### src/design/ldc_pkg.sv
// types, constants and light band lookup for the lamp dimmer controller
`default_nettype none

package ldc_pkg;

  localparam int IN_W   = 16;
  localparam int OUT_W  = 8;
  localparam int CFG_AW = 3;
  localparam int CFG_DW = 32;

  // register indexes
  localparam logic REG_IDLE_TIMEOUT = 1'b0;

  localparam logic [15:0] TIMEOUT_RESET = 16'd60000;

  // light thresholds outside the banded range
  localparam logic [7:0] DARK_LIMIT   = 8'd59;
  localparam logic [7:0] BRIGHT_LIMIT = 8'd241;
  localparam logic [3:0] DARK_LEVEL   = 4'd9;
  localparam logic [3:0] BRIGHT_LEVEL = 4'd0;
  localparam int         NUM_BANDS    = 8;

  localparam logic [7:0] BAND_LO [NUM_BANDS] =
    '{8'd66, 8'd88, 8'd110, 8'd132, 8'd154, 8'd176, 8'd198, 8'd220};
  localparam logic [7:0] BAND_HI [NUM_BANDS] =
    '{8'd80, 8'd102, 8'd124, 8'd146, 8'd168, 8'd190, 8'd212, 8'd234};

  typedef struct packed {
    logic       hit;
    logic [3:0] target;
  } band_t;

  // map a light sample to a level; samples in a gap give no hit
  function automatic band_t band_lookup(input logic [7:0] sample);
    band_t res;
    res.hit    = 1'b0;
    res.target = 4'd0;
    if (sample < DARK_LIMIT) begin
      res.hit    = 1'b1;
      res.target = DARK_LEVEL;
    end else if (sample > BRIGHT_LIMIT) begin
      res.hit    = 1'b1;
      res.target = BRIGHT_LEVEL;
    end else begin
      for (int k = 0; k < NUM_BANDS; k++) begin
        if (sample >= BAND_LO[k] && sample <= BAND_HI[k]) begin
          res.hit    = 1'b1;
          res.target = 4'(NUM_BANDS - k);
        end
      end
    end
    return res;
  endfunction

endpackage

`default_nettype wire

### src/design/lamp_dimmer_controller.sv
// lamp dimmer controller top level: tick processing, output register, config port
//
// channel   dir  handshake                  payload
// s_*       in   s_tvalid / s_tready        one tick of key, light and presence inputs
// m_*       out  m_tvalid / m_tready        lamp drive, level and mode for that tick
// apb       in   psel & penable & pwrite    idle_timeout_ticks at byte address 0
//
// one tick is taken per clock cycle while s_tready is high; its result is in m_tdata on the next cycle
// the output register frees itself in the cycle it is taken, so s_tready stays
// high while results keep flowing
// rst (synchronous) restores level 0, auto mode, idle count 0, phase 0, lamp off
// and a timeout of 60000 ticks
// a stalled m_tready holds the result and drops s_tready until it is taken
`default_nettype none

module lamp_dimmer_controller
  import ldc_pkg::*;
#(
  parameter int LEVELS = 10
) (
  input  wire logic                clk,
  input  wire logic                rst,
  // s_tdata: mode_toggle[0], step_down[1], step_up[2], light_valid[3],
  //          light_level[11:4], presence[12], zero[15:13]
  input  wire logic                s_tvalid,
  output logic                     s_tready,
  input  wire logic [IN_W-1:0]     s_tdata,
  // m_tdata: lamp_on[0], level[4:1], auto_mode[5], zero[7:6]
  output logic                     m_tvalid,
  input  wire logic                m_tready,
  output logic [OUT_W-1:0]         m_tdata,
  input  wire logic                psel,
  input  wire logic                penable,
  input  wire logic                pwrite,
  input  wire logic [CFG_AW-1:0]   paddr,
  input  wire logic [CFG_DW-1:0]   pwdata,
  output logic [CFG_DW-1:0]        prdata,
  output logic                     pready
);

  localparam int         PHASE_W = (LEVELS > 2) ? $clog2(LEVELS) : 1;
  localparam logic [3:0] TOP     = 4'(LEVELS - 1);

  // state
  logic [15:0]        idle_timeout;
  logic [3:0]         bright_level;
  logic               mode_auto;
  logic [15:0]        idle_count;
  logic [PHASE_W-1:0] pwm_phase;
  logic               lamp_state;

  logic [3:0]         bright_level_next;
  logic               mode_auto_next;
  logic [15:0]        idle_count_next;
  logic [PHASE_W-1:0] pwm_phase_next;
  logic               lamp_state_next;

  // unpacked input fields
  logic       mode_toggle, step_down, step_up, light_valid, presence;
  logic [7:0] light_level;

  logic       in_xfer;
  band_t      band;
  logic [3:0] lvl_a;
  logic [16:0] idle_inc;
  logic [PHASE_W:0] phase_inc;
  logic       wrap;

  assign mode_toggle = s_tdata[0];
  assign step_down   = s_tdata[1];
  assign step_up     = s_tdata[2];
  assign light_valid = s_tdata[3];
  assign light_level = s_tdata[11:4];
  assign presence    = s_tdata[12];

  // output register handshake
  assign s_tready = !m_tvalid || m_tready;
  assign in_xfer  = s_tvalid && s_tready;

  // configuration port
  assign pready = 1'b1;
  assign prdata = (paddr[2] == REG_IDLE_TIMEOUT) ? {16'd0, idle_timeout} : '0;

  always_ff @(posedge clk) begin
    if (rst) begin
      idle_timeout <= TIMEOUT_RESET;
    end else if (psel && penable && pwrite && pready && paddr[2] == REG_IDLE_TIMEOUT) begin
      idle_timeout <= pwdata[15:0];
    end
  end

  assign band = band_lookup(light_level);

  // next state for one tick
  always_comb begin
    mode_auto_next = mode_auto ^ mode_toggle;

    // level from keys or light sample
    lvl_a = bright_level;
    if (!mode_auto_next) begin
      if (step_down && lvl_a != 4'd0) lvl_a = lvl_a - 4'd1;
      if (step_up && lvl_a < TOP) lvl_a = lvl_a + 4'd1;
    end else if (light_valid && idle_count < idle_timeout && band.hit) begin
      lvl_a = (band.target > TOP) ? TOP : band.target;
    end

    // saturating idle counter
    idle_inc = {1'b0, idle_count} + 17'd1;
    if (presence) begin
      idle_count_next = 16'd0;
    end else if (idle_inc > {1'b0, idle_timeout}) begin
      idle_count_next = idle_timeout;
    end else begin
      idle_count_next = idle_inc[15:0];
    end
    bright_level_next = (idle_count_next == idle_timeout) ? 4'd0 : lvl_a;

    // pwm phase and lamp drive
    phase_inc = {1'b0, pwm_phase} + (PHASE_W+1)'(1);
    wrap      = phase_inc >= (PHASE_W+1)'(LEVELS);
    pwm_phase_next = wrap ? '0 : phase_inc[PHASE_W-1:0];
    lamp_state_next = lamp_state;
    if (wrap && bright_level_next != 4'd0) lamp_state_next = 1'b1;
    if (4'(pwm_phase_next) == bright_level_next && bright_level_next != TOP) begin
      lamp_state_next = 1'b0;
    end
  end

  // state update on an input transfer
  always_ff @(posedge clk) begin
    if (rst) begin
      bright_level <= 4'd0;
      mode_auto    <= 1'b1;
      idle_count   <= 16'd0;
      pwm_phase    <= '0;
      lamp_state   <= 1'b0;
    end else if (in_xfer) begin
      bright_level <= bright_level_next;
      mode_auto    <= mode_auto_next;
      idle_count   <= idle_count_next;
      pwm_phase    <= pwm_phase_next;
      lamp_state   <= lamp_state_next;
    end
  end

  // result register
  always_ff @(posedge clk) begin
    if (rst) begin
      m_tvalid <= 1'b0;
    end else if (in_xfer) begin
      m_tvalid <= 1'b1;
    end else if (m_tready) begin
      m_tvalid <= 1'b0;
    end
  end

  always_ff @(posedge clk) begin
    if (in_xfer) begin
      m_tdata <= {2'b00, mode_auto_next, bright_level_next, lamp_state_next};
    end
  end

endmodule

`default_nettype wire

### config.mk
export PLATFORM = sky130hd
export DESIGN_NAME = lamp_dimmer_controller
export DESIGN_NICKNAME = d
export VERILOG_FILES = /design/src/design/ldc_pkg.sv /design/src/design/lamp_dimmer_controller.sv
export SDC_FILE = /design/constraint.sdc
export NUM_CORES = 1
export LEC_CHECK = 0
export ABC_AREA = 1
export ABC_CLOCK_PERIOD_IN_PS = 11490
export BUFFER_PORTS_ARGS = -buffer_cell sky130_fd_sc_hd__buf_2
export CORE_UTILIZATION = 60
export CTS_CLUSTER_SIZE = 40
export DETAILED_ROUTE_END_ITERATION = 16
export MAX_ROUTING_LAYER = met4
export PLACE_DENSITY = 0.95
export SYNTH_ARGS = -nofsm -noshare
export SYNTH_HDL_FRONTEND = slang
export SYNTH_SLANG_ARGS = --single-unit
export TNS_END_PERCENT = 30
### constraint.sdc
create_clock -name clk -period 11.49 [get_ports clk]
set_input_delay 0.5745 -clock clk [delete_from_list [all_inputs] [get_ports clk]]
set_output_delay 0.5745 -clock clk [all_outputs]
set_load 0.05 [all_outputs]
==> results of run 1 <==
==> critical path, delay by kind of cell, from the launching register on <==
family | cells | cell delay [ns]
XOR/XNOR | 1 | 0.20
buffers and inverters | 2 | 0.14
flip-flops | 1 | 0.45
AND/OR/NAND/NOR | 22 | 3.04
adder cells (fa/ha/maj) | 2 | 0.52
==> layout make-up <==
class / count / share of cell area
well taps: 99 / 0.0256
flip-flops and latches: 49 / 0.215
inverters: 104 / 0.0808
clock inverters: 3 / 0.00362
clock buffers: 5 / 0.0142
repair buffers: 61 / 0.0637
multi-input cells: 530 / 0.597
==> kinds of logic (layout without fill, tap and decap cells) <==
logic type,count (synthesis),in the layout,synth area share
flip-flops,49,49,0.231
AO/OA/AOI/OAI,127,127,0.154
buffers and inverters,147,173,0.145
adder cells (fa/ha/maj),38,38,0.105
other,2,19,0.00166
AND/OR/NAND/NOR,330,330,0.333
XOR/XNOR,16,16,0.0310
==> worst max-delay path by stage <==
stage / depth (start not counted) / end / from
after CTS: 27 / m_tdata[0] / idle_count[0]
after floorplan: 26 / m_tdata[0] / idle_count[0]
final: 27 / m_tdata[0] / idle_count[0]
after global routing: 27 / m_tdata[0] / idle_count[0]
after detailed placement: 27 / m_tdata[0] / idle_count[0]
after global placement: 27 / m_tdata[0] / idle_count[0]
==> layout by cell type (no fill, tap or decap), drive strengths merged, types with 2 or more instances in the layout <==
master  count
nor3        8
nand4      24
a21oi      54
o21bai      4
o211ai     10
clkbuf      5
inv       103
ha         38
nand3      56
nor4        2
and3        2
nor2       64
edfxtp      6
buf        61
nand2     171
o21ai      51
a31oi       2
xor2       12
o21a        2
clkinv      4
conb       19
xnor2       4
dfxtp      43
==> sequential cells by signal (all words and copies together), names as in the netlist <==
register / cells
pwm_phase: 4
m_tdata: 6
mode_auto: 1
idle_timeout: 16
m_tvalid: 1
lamp_state: 1
idle_count: 16
bright_level: 4
==> layer usage <==
| metal | track usage | part of all wire |
|---|---|---|
| met4 | 0.0660 | 0.011 |
| met1 | 0.350 | 0.43 |
| met5 | - | 0 |
| met3 | 0.0410 | 0.073 |
| met2 | 0.494 | 0.49 |
==> report_power, final <==
part | switching, mW | total, mW | internal (mW)
clock network | 0.0603 | 0.103 | 0.0422
registers | 0.0110 | 0.199 | 0.188
logic | 0.129 | 0.183 | 0.0548
==> through the flow <==
stage | hold slack, ns | setup WS, ns | instances
floorplan | 0.467 | 7.84 | 726
finish | 0.443 | 6.90 | 851
detailed placement | 0.516 | 6.97 | 843
global route | 0.445 | 6.56 | 851
global placement | 0.477 | 7.08 | 843
CTS | 0.442 | 6.95 | 851
==> cell usage after synthesis <==
cell	instances	area [sq um]
a21o_1	1	7.51
buf_2	4	20.0
o31ai_1	1	7.51
o2111ai_1	1	8.76
buf_6	3	33.8
and3_1	2	12.5
o221ai_1	1	8.76
nand3_1	51	255
nor2_4	1	11.3
nor3_1	7	35.0
xor2_1	12	105
nor3b_1	1	7.51
nand4_1	23	144
conb_1	2	7.51
nor2_1	60	225
a21oi_2	1	8.76
nor4_2	1	12.5
nand4_4	1	21.3
buf_4	20	150
nor2_2	3	18.8
dfxtp_1	43	861
nor4_1	1	6.26
nand2_4	2	22.5
a21oi_1	53	265
or2_2	1	6.26
o211ai_1	10	75.1
nand3b_1	1	7.51
xnor2_1	4	35.0
clkbuf_1	16	60.1
nand2_1	160	601
nor3_2	1	10.0
nand2_2	9	56.3
edfxtp_1	6	180
o21bai_1	4	30.0
nand3_2	5	50.1
inv_1	103	387
ha_1	38	475
a31oi_1	2	12.5
clkinv_1	1	3.75
o21a_1	2	15.0
o21ai_0	50	250
o21ai_1	1	5.00
==> summary.txt, run 1 <==
Hold EP: m_tvalid
slew margin rel.: 0.263
largest net degree at the start of global routing: 56
RSZ-0062 raised after global routing: no
final design utilization: 0.666
LEAKAGE: 2.57 nW
drt drc: 0
FF-to-FF End: m_tdata[0]
period utilization: 0.399
fin nets: 847
synthesized instance count: 709
area of the multi-input gates: 2880 sq um
Via Count: 4629
Yosys cell types: 42
placed instance area: 4750 sq um
Layout area overhead: 7.04%
final instance area: 4830 sq um
YS warnings: 0
initial antenna violation count: 0
full die area: 7880 sq um
H-Tree Depth: 2
# diodes: 0
R2R depth: 27
CTS buffer count: 5
Final Hold Viols: 0
core area: 7250 sq um
# Post-CTS Setup Buffers: 0
CTS tree: done
max incr delay on CP: 0.45 ns
DIE WIDTH: 88.8 microns
DR vias/cell: 5.44
Critical Path Start Type: register
Critical Path AT: 4.67 ns
Setup Viol. Count Final: 0
Slew Viols, Final: 0
Max-cap violations: 0
status: finished, final reports clean
Port Buffers: 60
wirelength, routed: 10.5 mm
Worst Tran Pin Value: 1.10 ns
peak supply drop: 49.2 uV
Total Routing Usage GR: 0.286
TritonRoute pass-1 iters: 5
ratio of cells with drive above 1 in the final layout: 0.124
total grt overflow: 0
power per cell area: 100 nW/um^2
post-layout total power: 485 uW
R2R setup slack: 6.90 ns
CP max-delay cell: dfxtp_1
post-layout min period: 4.59 ns
final setup TNS: 0 ns
Post-CTS Hold Buffers: 0
HPWL Detailed: 8.03 mm
Worst-path clk slew: 0.09 ns
Filler cells: 605
sequential area share after synthesis: 0.231
Clk Latency, worst-skew pair: 0.31 ns
Clock Skew: 0.00738 ns
most frequent CP cell: nand2_1
Wirelength per Cell: 12.3 microns
first-pass GRT wire length: 17.5 mm
Reg-to-Reg Start: idle_count[0]
syn avg cell area: 6.37 sq um
I/O pins: 101
HP Class: in2reg
Synth Register Bits: 49
HP Start: rst
row count: 31
Final ANT Viol Nets: 0
Max Fclk: 218 MHz
crit path kind: reg2reg
initial drt markers: 258
clock buffer depth: 2
CP Data Required Time: 11.57 ns
Die Ht: 88.8 microns
synthesized area: 4520 sq um
Setup crit end kind: register
initial core utilization: 0.623
clk sinks: 49
worst hold path depth: 2
GP Congestion: 0.961
post-cts resize count: 0
CP max FO: 32
vias in the first global route: 4063
CTS Root Cell: clkbuf_8
Storage cell area: 1040 sq um
Power figures use the tool's default switching activity.
==> inputs of run 2 (changes only) <==
- ABC_AREA: 1 -> 0
- ABC_CLOCK_PERIOD_IN_PS: 11490 -> 4250
- CORE_UTILIZATION: 60 -> 56
- PLACE_DENSITY: 0.95 -> 0.9
- clock period: 11.49 -> 4.25 ns (I/O delays scaled with it)
==> run 2 against run 1 <==
Non-clock buffer count increased by 14. Clock-buffer cell count increased by 2. Critical endpoint is now lamp_state. Largest cell class unchanged. Setup slack got worse by 6.7 ns. First-iteration DRC count increased by 1.9%. Combinational power increased by 140%. Area after synthesis increased by 5.1%. Critical path type unchanged. Utilization decreased by 3.9 points. Power increased to 2.7 times the previous value. Final cell count decreased by 8.9%. Largest power group unchanged. Sequential share of layout area decreased by 1.3 points.
==> summary.txt, run 2 <==
most common cell in the synthesized netlist: nor2_1
Compound-Gate Fraction of Synth Area: 0.263 (+0.109)
Reg-to-Reg Start: bright_level[0]
Layout area overhead: 8.62%
Area contributors post-synth: dfxtp_1, ha_1, nor2_1, nand2_1, a21oi_1
synthesized area: 4750 sq um (+5.1%)
full die area: 8850 sq um (+12%)
LEAKAGE: 2.19 nW (-15%)
R2R setup slack: 0.24 ns (-6.66 ns)
Setup Viol. Count Final: 0 (unchanged)
first-pass GRT wire length: 20.6 mm (+17%)
CP max-delay cell: or4_4
TritonRoute pass-1 iters: 5 (unchanged)
total grt overflow: 0 (unchanged)
Die Ht: 94.1 microns (+6.0%)
Final ANT Viol Nets: 0 (unchanged)
Filler cells: 736 (+22%)
CP Data Required Time: 4.46 ns (-7.11 ns)
Post-Synth Adder-Cell Area: 0.100 (-0.00513)
drt drc: 0 (unchanged)
sequential area share after synthesis: 0.219 (-0.0112)
Total Routing Usage GR: 0.303 (+0.0170)
Max-cap violations: 0 (unchanged)
area leader, netlist: dfxtp_1
FF-to-FF End: lamp_state
synthesized instance count: 622 (-12%)
slew margin rel.: 0.172 (-0.0911)
area of the multi-input gates: 3310 sq um (+15%)
post-synthesis xor/xnor area fraction: 0.0332 (+0.00218)
Post-Synth Simple-Gate Area: 0.275 (-0.0576)
Max Fclk: 249 MHz (+14%)
Regs by FF count: idle_count x16, idle_timeout x16, m_tdata x6
Clock Skew: 0.00706 ns (-0.000314 ns)
initial core utilization: 0.578 (-0.0448)
Setup crit end: lamp_state
HPWL Detailed: 9.71 mm (+21%)
CTS tree: done
share of flip-flops with an asynchronous set or reset: 0 (unchanged)
status: finished, final reports clean
YS warnings: 0 (unchanged)
HP Class: in2reg
vias in the first global route: 4256 (+4.8%)
Synth Register Bits: 49 (unchanged)
period utilization: 0.944 (+0.545)
syn avg cell area: 7.63 sq um (+20%)
Cells after DPL: 767 (-9.0%)
max incr delay on CP: 0.53 ns (+0.08 ns)
Slew Viols, Final: 0 (unchanged)
ratio of cells with drive above 1 in the final layout: 0.170 (+0.0465)
largest family of logic cells by synthesized area: simple AND/OR/NAND/NOR gates
final setup TNS: 0 ns (unchanged)
CTS buffer count: 5 (unchanged)
I/O pins: 101 (unchanged)
H-Tree Depth: 2 (unchanged)
most common cell after layout, fill and taps aside: nor2_1
Yosys cell types: 97 (+130%)
Worst Tran Pin Value: 1.24 ns (+0.133 ns)
top cells by count, synth: nor2_1, nand2_1, a21oi_1, dfxtp_1, ha_1
row count: 33 (+6.5%)
Post-synth EDFFs: 6 (unchanged)
Wirelength per Cell: 16.4 microns (+33%)
post-cts resize count: 0 (unchanged)
core area: 8220 sq um (+13%)
CP max FO: 5 (-84%)
power per cell area: 252 nW/um^2 (+150%)
DR vias/cell: 6.28 (+15%)
proportion of synthesized area in mux cells: 0.0116 (+0.0116)
Worst-path clk slew: 0.10 ns (about the same)
Storage cell area: 1040 sq um (unchanged)
clk sinks: 49 (unchanged)
non-filler cells, final: 775 (-8.9%)
Clk Latency, worst-skew pair: 0.31 ns (about the same)
post-layout total power: 1.30 mW (+170%)
CTS Root Cell: clkbuf_8
crit path cell chain: inv_1 > ha_1 > or3b_1 > and2_1 > a21oi_1 > inv_1 > ha_1 > or3_1 > a31oi_2 > a21o_1 > a211oi_1 > or4_4 > a41oi_2 > nor2_1 > o211a_1
R2R depth: 15 (-44%)
Setup crit end kind: register
# diodes: 0 (unchanged)
share of the synthesized area in the top cell type: 0.181 (-0.00930)
Critical Path Start Type: register
initial drt markers: 263 (+1.9%)
Via Count: 4864 (+5.1%)
Post-CTS Hold Buffers: 0 (unchanged)
largest net degree at the start of global routing: 44 (-21%)
clock buffer depth: 2 (unchanged)
crit path kind: reg2reg
CP startpoint: bright_level[0]
commonest non-fill, non-tap cells in the layout: nor2_1, nand2_1, buf_2, a21oi_1, dfxtp_1
wirelength, routed: 12.7 mm (+21%)
initial antenna violation count: 0 (unchanged)
ys flop type: dfxtp_1
Final Hold Viols: 0 (unchanged)
Critical Path AT: 4.22 ns (-0.45 ns)
GP Congestion: 1.01 (+5.6%)
peak supply drop: 191 uV (+290%)
RSZ-0062 raised after global routing: no
# Post-CTS Setup Buffers: 0 (unchanged)
post-layout min period: 4.01 ns (-0.577 ns)
Port Buffers: 60 (unchanged)
fin nets: 765 (-9.7%)
DIE WIDTH: 94.1 microns (+6.0%)
run 2: cell families after synthesis:
group           Yosys count
flops                    49
simple gates            250
xor+xnor                 18
buf+inv                  88
mux                       4
fa+ha+maj                38
compound gates          173
other cells               2
run 2: layout make-up:
class	instances	share of cell area
Clock buffer	7	0.0231
Clock inverter	1	0.000971
Inverter	36	0.0262
Multi-Input combinational cell	502	0.642
Sequential cell	49	0.202
Tap cell	105	0.0255
Timing Repair Buffer	75	0.0801
run 2: worst max-delay path, delay by kind of cell (launching register included):
family          cells  cell delay (ns)
compound gates      6             1.27
buf+inv             2             0.22
simple gates        5             1.58
fa+ha+maj           2             0.47
flops               1             0.37
run 2: worst min-delay path by stage:
stage | startpoint | end | cells after the start
global route | pwdata[15] | idle_timeout[15] | 2
floorplan | pwdata[15] | idle_timeout[15] | 1
detailed placement | pwdata[15] | idle_timeout[15] | 2
finish | pwdata[15] | idle_timeout[15] | 2
CTS | pwdata[15] | idle_timeout[15] | 2
global placement | pwdata[15] | idle_timeout[15] | 2
run 2: through the flow:
step | worst slack, ns | cell area [sq um] | hold slack [ns] | util
final | 0.237 | 5160 | 0.103 | 0.628
after global routing | 0.0201 | 5160 | 0.0988 | 0.628
after CTS | 0.293 | 5160 | 0.0982 | 0.628
after detailed placement | 0.336 | 5030 | 0.420 | 0.612
after global placement | 0.454 | 5030 | 0.418 | 0.612
after floorplan | 0.331 | 4810 | 0.330 | -
run 2: report_power, final:
| part | switching (mW) | total, mW | internal [mW] |
|---|---|---|---|
| clock | 0.164 | 0.351 | 0.187 |
| combinational | 0.291 | 0.440 | 0.149 |
| sequential | 0.0179 | 0.508 | 0.490 |
| total | 0.474 | 1.30 | 0.825 |
run 2: routing by layer:
| metal | up-vias | wire (microns) | global-route usage |
|---|---|---|---|
| met2 | 236 | 5830 | 0.486 |
| li1 | 2337 | - | - |
| met4 | 0 | 276 | 0.0885 |
| met5 | - | 0 | - |
| met3 | 28 | 939 | 0.0332 |
| met1 | 2263 | 5640 | 0.401 |
==> inputs of run 3 (changes only) <==
- ABC_CLOCK_PERIOD_IN_PS: 4250 -> 4800
- CORE_MARGIN: not set -> 3
- CORE_UTILIZATION: 56 -> 60
- PLACE_DENSITY: 0.9 -> 0.95
- clock period: 4.25 -> 4.8 ns (I/O delays scaled with it)
==> run 3 against run 2 <==
Fmax shrank 10%. Clock skew down 0.00070 ns. First-iteration DRC count is 92% higher. Non-clock buffer count decreased by 10. Critical path type unchanged.
==> summary.txt, run 3 (synthesis results as in run 2) <==
Reg-to-Reg Start: idle_count[0]
final design utilization: 0.684 (+0.0563)
most common cell after layout, fill and taps aside: nor2_1
full die area: 9020 sq um (+1.9%)
Hold EP: idle_timeout[6]
Via Count: 4906 (+0.86%)
GR Util met2: 0.483 (-0.00274)
power per cell area: 231 nW/um^2 (-8.4%)
Die Ht: 95.0 microns (+0.94%)
crit path kind: reg2reg
CP max FO: 10 (+5)
CTS tree: done
clk sinks: 49 (unchanged)
HP Class: in2reg
Setup Viol. Count Final: 0 (unchanged)
Final Hold Viols: 0 (unchanged)
largest net degree at the start of global routing: 44 (unchanged)
R2R setup slack: 0.33 ns (+0.09 ns)
CTS buffer count: 5 (unchanged)
Slew Viols, Final: 0 (unchanged)
H-Tree Depth: 2 (unchanged)
Worst Hold Slack: 0.130 ns (+0.0262 ns)
vias in the first global route: 4578 (+7.6%)
# diodes: 0 (unchanged)
slew margin rel.: 0.139 (-0.0328)
wirelength, routed: 13.2 mm (+4.2%)
drt drc: 0 (unchanged)
Regs by FF count: idle_count x16, idle_timeout x16, m_tdata x6
# Post-CTS Setup Buffers: 0 (unchanged)
initial core utilization: 0.637 (+0.0597)
worst hold path depth: 2 (unchanged)
met3 Use GR: 0.0598 (+0.0266)
LEAKAGE: 2.14 nW (-2.2%)
TritonRoute pass-1 iters: 5 (unchanged)
total grt overflow: 0 (unchanged)
Max-cap violations: 0 (unchanged)
grt met1 use: 0.395 (-0.00628)
Post-CTS Hold Buffers: 0 (unchanged)
Critical Path AT: 4.54 ns (+0.32 ns)
post-layout min period: 4.47 ns (+0.462 ns)
I/O pins: 101 (unchanged)
ratio of cells with drive above 1 in the final layout: 0.159 (-0.0111)
RSZ-0062 raised after global routing: no
Worst-path clk slew: 0.10 ns (about the same)
Critical Path Start Type: register
Layout area overhead: 7.27%
status: finished, final reports clean
Max Fclk: 223 MHz (-10%)
period utilization: 0.932 (-0.0120)
Clock Skew: 0.00637 ns (-0.000696 ns)
peak supply drop: 182 uV (-4.5%)
initial antenna violation count: 0 (unchanged)
first-pass GRT wire length: 21.6 mm (+5.3%)
DR vias/cell: 6.46 (+3.0%)
Setup crit end kind: register
HP Start: pwdata[6]
Worst Tran Pin Value: 1.29 ns (+0.0491 ns)
CTS Root Cell: clkbuf_8
Clk Latency, worst-skew pair: 0.31 ns (about the same)
GP Congestion: 0.997 (-1.8%)
fin nets: 755 (-1.3%)
Port Buffers: 60 (unchanged)
core area: 7450 sq um (-9.4%)
Final ANT Viol Nets: 0 (unchanged)
CP Data Required Time: 4.87 ns (+0.41 ns)
DIE WIDTH: 95.0 microns (+0.94%)
Wirelength per Cell: 17.4 microns (+6.4%)
initial drt markers: 504 (+92%)
FF-to-FF End: m_tdata[0]
clock buffer depth: 2 (unchanged)
commonest non-fill, non-tap cells in the layout: nor2_1, nand2_1, buf_2, a21oi_1, dfxtp_1
Total Routing Usage GR: 0.309 (+0.00599)
HPWL Detailed: 9.97 mm (+2.7%)
R2R depth: 16 (+1)
row count: 31 (-6.1%)
final setup TNS: 0 ns (unchanged)
Most Crowded Layer GR: met2
[run 3: how the worst max path moves through the flow]
stage | from | end | slack (ns) | cells after the start
5_1_grt | idle_count[0] | m_tdata[0] | 0.06 | 16
3_5_place_dp | idle_count[0] | m_tdata[0] | 0.33 | 16
2_1_floorplan | idle_count[0] | m_tdata[0] | 0.88 | 17
3_3_place_gp | idle_count[0] | m_tdata[0] | 0.50 | 16
6_report | idle_count[0] | m_tdata[0] | 0.33 | 16
4_1_cts | idle_count[0] | m_tdata[0] | 0.30 | 16
[run 3: stage by stage]
stage	cells	power [mW]	instance area, sq um	setup WS (ns)
6_report	759	1.18	5090	0.326
5_1_grt	759	1.23	5090	0.0584
4_1_cts	759	1.17	5080	0.303
3_5_place_dp	751	0.839	4950	0.334
3_3_place_gp	751	0.824	4950	0.502
2_1_floorplan	639	0.766	4810	0.881
[run 3: timing repair]
item / CTS / global route
hold endpoints to repair: 0 / 0
endpoints found under the setup margin: 0 / 2
gates resized for setup: 0 / 2
[run 3: area by class of cell]
cell class,instances,area [sq um]
Multi-Input combinational cell,502,3330
Fill cell,615,2350
Sequential cell,49,1040
Timing Repair Buffer,65,338
Inverter,36,135
Tap cell,99,124
Clock buffer,6,93.8
Clock inverter,2,35.0
[run 3: routing by layer]
layer	vias to the layer above	wire (microns)
li1	2322	-
met1	2279	5510
met2	273	6140
met3	32	1280
met4	0	294
met5	-	0
[run 3: worst max-delay path, cell delays in order (launching register included)]
cell	delay [ns]
dfxtp_1	0.52
ha_1	0.34
and4_1	0.26
nand4_2	0.12
xor2_1	0.30
inv_1	0.09
ha_1	0.30
nand3_1	0.12
or3_1	0.46
nor4_2	0.30
o22ai_1	0.16
a21oi_4	0.24
a21oi_1	0.12
o22ai_4	0.36
and4_4	0.30
nor3b_1	0.19
a211oi_1	0.06
[run 3: power by group]
part           switching, mW  internal (mW)
logic                  0.259          0.127
clock network          0.152          0.186
registers             0.0168          0.434
